File: config.mk
export PLATFORM = sky130hd
export DESIGN_NAME = atilt_deg
export DESIGN_NICKNAME = d
export VERILOG_FILES = /design/src/rtl/atilt_pkg.sv /design/src/rtl/atilt_deg.sv
export SDC_FILE = /design/constraint.sdc
export NUM_CORES = 1
export LEC_CHECK = 0
export BUFFER_PORTS_ARGS = -buffer_cell sky130_fd_sc_hd__buf_4
export CAP_MARGIN = 20
export CORE_ASPECT_RATIO = 0.6
export CORE_MARGIN = 10
export CORE_UTILIZATION = 65
export CTS_CLUSTER_SIZE = 16
export DETAILED_ROUTE_END_ITERATION = 12
export GPL_TIMING_DRIVEN = 0
export PLACE_DENSITY = 0.88
export REMOVE_ABC_BUFFERS = 1
export SLEW_MARGIN = 10
export SYNTH_ARGS = -nofsm -noshare
export SYNTH_HDL_FRONTEND = slang
export SYNTH_SLANG_ARGS = --single-unit
File: constraint.sdc
create_clock -name clk_i -period 12.5 [get_ports clk_i]
set_clock_uncertainty 0.1 [all_clocks]
set_input_delay 1.875 -clock clk_i [delete_from_list [all_inputs] [get_ports clk_i]]
set_output_delay 1.875 -clock clk_i [all_outputs]
set_load 0.05 [all_outputs]
File: src/rtl/atilt_pkg.sv
package atilt_pkg;

  localparam int unsigned SAMPLE_W    = 16;
  localparam int unsigned SQR_W       = 31;
  localparam int unsigned SUM_W       = 32;
  localparam int unsigned RAD_W       = 48;
  localparam int unsigned ROOT_W      = 24;
  localparam int unsigned REM_W       = 26;
  localparam int unsigned SQRT_STAGES = ROOT_W;
  localparam int unsigned OPD_W       = 25;
  localparam int unsigned VEC_W       = 28;
  localparam int unsigned ANG_W       = 28;
  localparam int unsigned ANG_FRAC    = 24;
  localparam int unsigned TABLE_LEN   = 28;
  localparam int unsigned LANES       = 2;
  localparam int unsigned LANE_ROLL   = 0;
  localparam int unsigned LANE_PITCH  = 1;
  localparam int unsigned ROLL_W      = 9;
  localparam int unsigned PITCH_W     = 8;
  localparam int unsigned MUL_W       = 11;
  localparam int unsigned PROD_W      = ANG_W + MUL_W - 1;
  localparam int unsigned Q1_W        = PROD_W - 1 - ANG_FRAC;
  localparam int unsigned RECIP_W     = 16;
  localparam int unsigned RECIP_SHIFT = 19;
  localparam int unsigned M_W         = Q1_W + RECIP_W;
  localparam int unsigned DQ_W        = M_W - RECIP_SHIFT;
  localparam int unsigned FIXED_LAT   = 7 + SQRT_STAGES;

  localparam logic signed [ANG_W-1:0] ANG_PI    = 28'sd52707179;
  localparam logic signed [MUL_W-1:0] DEG_MUL   = 11'sd573;
  localparam logic [RECIP_W-1:0]      RECIP10   = 16'd52429;
  localparam logic [DQ_W-1:0]         ROLL_LIM  = 10'd180;
  localparam logic [DQ_W-1:0]         PITCH_LIM = 10'd90;

  typedef struct packed {
    logic signed [SAMPLE_W-1:0] x;
    logic signed [SAMPLE_W-1:0] y;
    logic signed [SAMPLE_W-1:0] z;
  } sample_t;

  typedef struct packed {
    logic [RAD_W-1:0]  rad;
    logic [REM_W-1:0]  rem;
    logic [ROOT_W-1:0] root;
  } sqrt_t;

  typedef struct packed {
    logic                    zero;
    logic signed [VEC_W-1:0] x;
    logic signed [VEC_W-1:0] y;
    logic signed [ANG_W-1:0] ang;
  } vec_t;

  typedef vec_t [LANES-1:0] lanes_t;

  function automatic logic signed [ANG_W-1:0] atan_angle(input int unsigned idx);
    logic signed [ANG_W-1:0] a;
    case (idx)
      0:       a = 28'sd13176795;
      1:       a = 28'sd7778716;
      2:       a = 28'sd4110060;
      3:       a = 28'sd2086331;
      4:       a = 28'sd1047214;
      5:       a = 28'sd524117;
      6:       a = 28'sd262123;
      7:       a = 28'sd131069;
      8:       a = 28'sd65536;
      9:       a = 28'sd32768;
      10:      a = 28'sd16384;
      11:      a = 28'sd8192;
      12:      a = 28'sd4096;
      13:      a = 28'sd2048;
      14:      a = 28'sd1024;
      15:      a = 28'sd512;
      16:      a = 28'sd256;
      17:      a = 28'sd128;
      18:      a = 28'sd64;
      19:      a = 28'sd32;
      20:      a = 28'sd16;
      21:      a = 28'sd8;
      22:      a = 28'sd4;
      23:      a = 28'sd2;
      24:      a = 28'sd1;
      default: a = '0;
    endcase
    return a;
  endfunction

  function automatic vec_t prerot(input logic signed [OPD_W-1:0] yo,
                                  input logic signed [OPD_W-1:0] xo);
    vec_t                    v;
    logic signed [VEC_W-1:0] xe;
    logic signed [VEC_W-1:0] ye;
    xe = {{(VEC_W-OPD_W){xo[OPD_W-1]}}, xo};
    ye = {{(VEC_W-OPD_W){yo[OPD_W-1]}}, yo};
    v.zero = (xo == '0) && (yo == '0);
    if (xo[OPD_W-1]) begin
      v.ang = yo[OPD_W-1] ? -ANG_PI : ANG_PI;
      v.x   = -xe;
      v.y   = -ye;
    end else begin
      v.ang = '0;
      v.x   = xe;
      v.y   = ye;
    end
    return v;
  endfunction

endpackage

File: src/rtl/atilt_deg.sv
module atilt_deg (
  input  logic                                 clk_i,
  input  logic                                 rst_ni,
  input  logic                                 valid_i,
  input  atilt_pkg::lanes_t                    lanes_i,
  output logic                                 done_o,
  output logic signed [atilt_pkg::ROLL_W-1:0]  roll_deg_o,
  output logic signed [atilt_pkg::PITCH_W-1:0] pitch_deg_o
);

  localparam int unsigned L = atilt_pkg::LANES;

  logic [3:0] v_q;

  logic signed [atilt_pkg::PROD_W-1:0] p_q  [L];
  logic signed [atilt_pkg::PROD_W-1:0] p_d  [L];
  logic [atilt_pkg::Q1_W-1:0]          q1_q [L];
  logic [atilt_pkg::Q1_W-1:0]          q1_d [L];
  logic [atilt_pkg::M_W-1:0]           m_q  [L];
  logic [atilt_pkg::M_W-1:0]           m_d  [L];
  logic signed [atilt_pkg::ROLL_W-1:0] r_q  [L];
  logic signed [atilt_pkg::ROLL_W-1:0] r_d  [L];
  logic                                n2_q [L];
  logic                                n3_q [L];
  logic                                n2_d [L];

  always_comb begin
    logic signed [atilt_pkg::ANG_W-1:0]  ac;
    logic signed [atilt_pkg::PROD_W-1:0] ae, ce, av;
    logic [atilt_pkg::DQ_W-1:0]          dq, lim, mag;
    logic [atilt_pkg::ROLL_W-1:0]        mag9;
    for (int l = 0; l < L; l++) begin
      ac = lanes_i[l].ang;
      ae = $signed({{(atilt_pkg::PROD_W-atilt_pkg::ANG_W){ac[atilt_pkg::ANG_W-1]}}, ac});
      ce = $signed({{(atilt_pkg::PROD_W-atilt_pkg::MUL_W){1'b0}}, atilt_pkg::DEG_MUL});
      p_d[l] = lanes_i[l].zero ? '0 : ae * ce;

      n2_d[l] = p_q[l][atilt_pkg::PROD_W-1];
      av      = n2_d[l] ? -p_q[l] : p_q[l];
      q1_d[l] = av[atilt_pkg::PROD_W-2:atilt_pkg::ANG_FRAC];

      m_d[l] = {{atilt_pkg::RECIP_W{1'b0}}, q1_q[l]} *
               {{atilt_pkg::Q1_W{1'b0}}, atilt_pkg::RECIP10};

      lim  = (l == atilt_pkg::LANE_ROLL) ? atilt_pkg::ROLL_LIM : atilt_pkg::PITCH_LIM;
      dq   = m_q[l][atilt_pkg::M_W-1:atilt_pkg::RECIP_SHIFT];
      mag  = (dq > lim) ? lim : dq;
      mag9 = mag[atilt_pkg::ROLL_W-1:0];
      r_d[l] = n3_q[l] ? -$signed(mag9) : $signed(mag9);
    end
  end

  always_ff @(posedge clk_i or negedge rst_ni) begin
    if (!rst_ni) begin
      v_q <= '0;
    end else begin
      v_q <= {v_q[2:0], valid_i};
    end
  end

  always_ff @(posedge clk_i) begin
    for (int l = 0; l < L; l++) begin
      p_q[l]  <= p_d[l];
      q1_q[l] <= q1_d[l];
      n2_q[l] <= n2_d[l];
      m_q[l]  <= m_d[l];
      n3_q[l] <= n2_q[l];
      r_q[l]  <= r_d[l];
    end
  end

  assign done_o      = v_q[3];
  assign roll_deg_o  = r_q[atilt_pkg::LANE_ROLL];
  assign pitch_deg_o = r_q[atilt_pkg::LANE_PITCH][atilt_pkg::PITCH_W-1:0];

endmodule

==> summary.md <==
| Metric | Value |
|---|---|
| Final min period | `7.19 ns` |
| Buf/Inv on CP | `5` |
| CTS clk-pin slew, worst paths | `0.07 ns` |
| Critical R2R Launch | `q1_q[0][18]$_DFF_P_` |
| EDFF count, synth | `0` |
| Sequential share of the synthesized area | `0.135` |
| Worst slew margin | `0.434` |
| IO buf count | `78` |
| Main synth FF type | `dfxtp_1` |
| Commonest non-fill, non-tap cells in the layout | `579 x inv_1, 439 x ha_1, 312 x fa_1, 143 x dfxtp_1, 117 x nor2_1` |
| Fmax | `139 MHz` |
| Max FO, Critical Path | `6` |
| Highest metal used | `met4` |
| End of the critical path | `p_q[0][35]$_SDFF_PP0_` |
| Hold Fails Final Rpt | `0` |
| Die area | `41700 um^2` |
| Worst reg2reg setup slack | `6.36 ns` |
| CTS tree | `built` |
| RSZ-0062 raised after global routing | `no` |
| Final Wtd Congestion | `0.982` |
| Synth unique cells | `65` |
| WL met3 | `3450 um` |
| H-tree levels | `4` |
| Layout Area Growth over Synthesis | `7.39%` |
| Total grt overflow | `0` |
| Largest net degree at the start of global routing | `47` |
| CP required | `12.73 ns` |
| Ys async rst share | `0.0272` |
| Die W | `257 um` |
| Crit share post-route | `0.575` |
| Largest family of logic cells by synthesized area | `adder cells` |
| Number of synthesis warnings | `0` |
| Worst hold margin | `0.253 ns` |
| Dpl cell area | `23000 um^2` |
| Gate Count Post-Synth | `2308` |
| Max incr delay on CP | `0.56 ns` |
| Post-Syn Area | `21900 um^2` |
| Met2 Wirelength | `21600 um` |
| Drt first-iter violations | `1218` |
| Mux share of post-synthesis cell area | `0.00696` |
| WP depth | `19` |
| DRC viols | `0` |
| Syn avg cell area | `9.51 um^2` |
| Critical Path AT | `7.42 ns` |
| Vias | `15884` |
| # fillers | `2330` |
| Post-Synth Adder-Cell Area | `0.535` |
| Hold crit path type | `reg2reg` |
| TNS Setup | `0 ns` |
| # setup viols final | `0` |
| Nets | `3299` |
| Critical-path top delay cell | `o31ai_1` |
| Vert. Die Dim | `162 um` |
| Overall routing resource usage | `0.243` |
| Vias in the first global route | `17061` |
| Max cap viols | `0` |
| Starting density of the core | `0.668` |
| Critical path's top delay family | `adder cells` |
| Crit start category | `input pin` |
| TritonCTS Buffers | `17` |
| IO Pins | `191` |
| DP HPWL | `42000 um` |
| Met1 WL | `23400 um` |
| Root Buffer | `clkbuf_16` |
| CTS Buffer Depth | `2` |
| CP cell instances | `buf_4 -> fa_1 -> ha_1 -> inv_1 -> fa_1 -> inv_1 -> fa_1 -> inv_1 -> fa_1 -> inv_1 -> ha_1 -> nand2_1 -> o21a_1 -> a211oi_1 -> o21ai_0 -> o31ai_1 -> a31oi_1 -> o21ai_0 -> mux2_2` |
| Slew Limit Fails | `0` |
| First-pass GRT wire length | `83600 um` |
| Crit Path Class | `in2reg` |
| Critical Path End Type | `flip-flop` |
| Most common cell after layout, fill and taps aside | `inv_1` |
| Synth Area in Compound Gates | `0.100` |
| Latest clock arrival within the worst-skew pair | `0.44 ns` |
| Actual slew at the worst max-slew pin | `0.840 ns` |
| First-pass iteration count of the detailed router | `5` |
| Via/cell ratio | `5.59` |
| CTS sink cnt | `147` |
| R2r worst-path depth | `18` |
| Register bit count reported by yosys | `147` |
| Layout cells sized above 1 | `0.0620` |
| Core area | `32900 um^2` |
| Total setup buffers inserted after CTS | `0` |
| Initial antenna violation count | `1` |
| Post-layout instance area | `23600 um^2` |
| Std cell rows | `51` |
| PostCTS Resize Cnt | `0` |
| Final wirelength | `48900 um` |
| Crit path launch | `lanes_i[6]` |
| Status | `complete, no violations` |
| Routed len/inst | `17.2 um` |
| Post-Synth Simple-Gate Area | `0.0797` |
| Post-DRT Antenna Nets | `0` |
| Critical R2R Capture | `m_q[0][57]$_DFF_P_` |
| Hold buffers post-CTS | `0` |
| Synth Area in XOR/XNOR | `0.0387` |
per-stage QoR:
step	setup slack (ns)	instances	util
after CTS	5.42	2838	0.717
after global routing	5.18	2839	0.717
after floorplan	5.91	2278	-
after detailed placement	4.97	2806	0.699
after global placement	5.16	2806	0.699
final	5.31	2839	0.717
final cells by class:
cell class / instances / area, um^2 / share of cell area
multi-input combinational: 1552 / 16700 / 0.708
sequential: 147 / 2960 / 0.126
inverter: 579 / 2170 / 0.0922
timing repair buffer: 78 / 586 / 0.0249
tap: 450 / 563 / 0.0239
clock buffer: 20 / 468 / 0.0199
clock inverter: 12 / 115 / 0.00489
antenna: 1 / 2.50 / 0.000106
cells by family after synthesis:
group / after synthesis
muxes: 14
adders and majority gates: 751
AOI/OAI and AO/OA: 334
and+or+nand+nor: 356
xor gates and xnor gates: 97
DFF: 147
buffers and inverters: 609
worst min path at each step:
stage                               endpoint  depth (start not counted)  slack (ns)               start
after global placement    n3_q[0][0]$_DFF_P_                          0        0.22  n2_q[0][0]$_DFF_P_
final                     n3_q[0][0]$_DFF_P_                          0        0.25  n2_q[0][0]$_DFF_P_
after global routing      n3_q[0][0]$_DFF_P_                          0        0.27  n2_q[0][0]$_DFF_P_
after floorplan           n3_q[0][0]$_DFF_P_                          0        0.21  n2_q[0][0]$_DFF_P_
after detailed placement    v_q[3]$_DFF_PN0_                          0        0.24    v_q[2]$_DFF_PN0_
after CTS                 n3_q[0][0]$_DFF_P_                          0        0.26  n2_q[0][0]$_DFF_P_
registers in the layout (all words and copies together), names as in the netlist:
signal,cells
p_q,76
n2_q,2
r_q,17
n3_q,2
q1_q,26
v_q,4
m_q,20
worst reg2reg max path: cells and delay by family, from the launching register on:
family / cells / cell delay, ns
fa+ha+maj: 6 / 2.85
buf+inv: 4 / 0.26
flops: 1 / 0.41
compound gates: 7 / 2.20
xor+xnor: 1 / 0.20
cell usage after synthesis, types with 3 or more instances:
cell / instances / share of area
a221oi_1: 5 / 0.0020
nor2b_1: 23 / 0.0066
o31ai_1: 15 / 0.0051
or3_4: 4 / 0.0021
inv_1: 579 / 0.099
nand2_1: 88 / 0.015
or2_2: 11 / 0.0031
nor3_1: 22 / 0.0050
nand4_1: 23 / 0.0066
xor2_1: 28 / 0.011
or4_4: 4 / 0.0021
ha_1: 439 / 0.25
fa_1: 312 / 0.28
nor3b_1: 5 / 0.0017
nand3_1: 18 / 0.0041
o221ai_1: 3 / 0.0012
dfxtp_1: 143 / 0.13
o21a_1: 14 / 0.0048
a21o_1: 50 / 0.017
xnor2_1: 69 / 0.028
o21ai_0: 61 / 0.014
mux2i_1: 4 / 0.0018
o41ai_1: 4 / 0.0016
a21oi_1: 92 / 0.021
a211oi_1: 21 / 0.0072
and3_1: 6 / 0.0017
a221o_1: 3 / 0.0014
mux2_2: 10 / 0.0051
buf_1: 4 / 0.00068
a211o_1: 11 / 0.0044
a31o_2: 3 / 0.0012
nor2_1: 117 / 0.020
clkbuf_1: 26 / 0.0044
o22ai_1: 3 / 0.00086
dfrtp_1: 4 / 0.0046
o211ai_1: 8 / 0.0027
a31oi_1: 8 / 0.0023
o21bai_1: 14 / 0.0048
or3_1: 9 / 0.0026
nor4_1: 13 / 0.0037
metal layers:
metal,up-vias,GRT usage
met5,-,0
met4,0,0.0413
met3,42,0.0503
met2,509,0.384
met1,7753,0.344
li1,7580,-
Power is not shown: default switching activity piles up to over one toggle a cycle in this logic, so the estimate is an artifact.
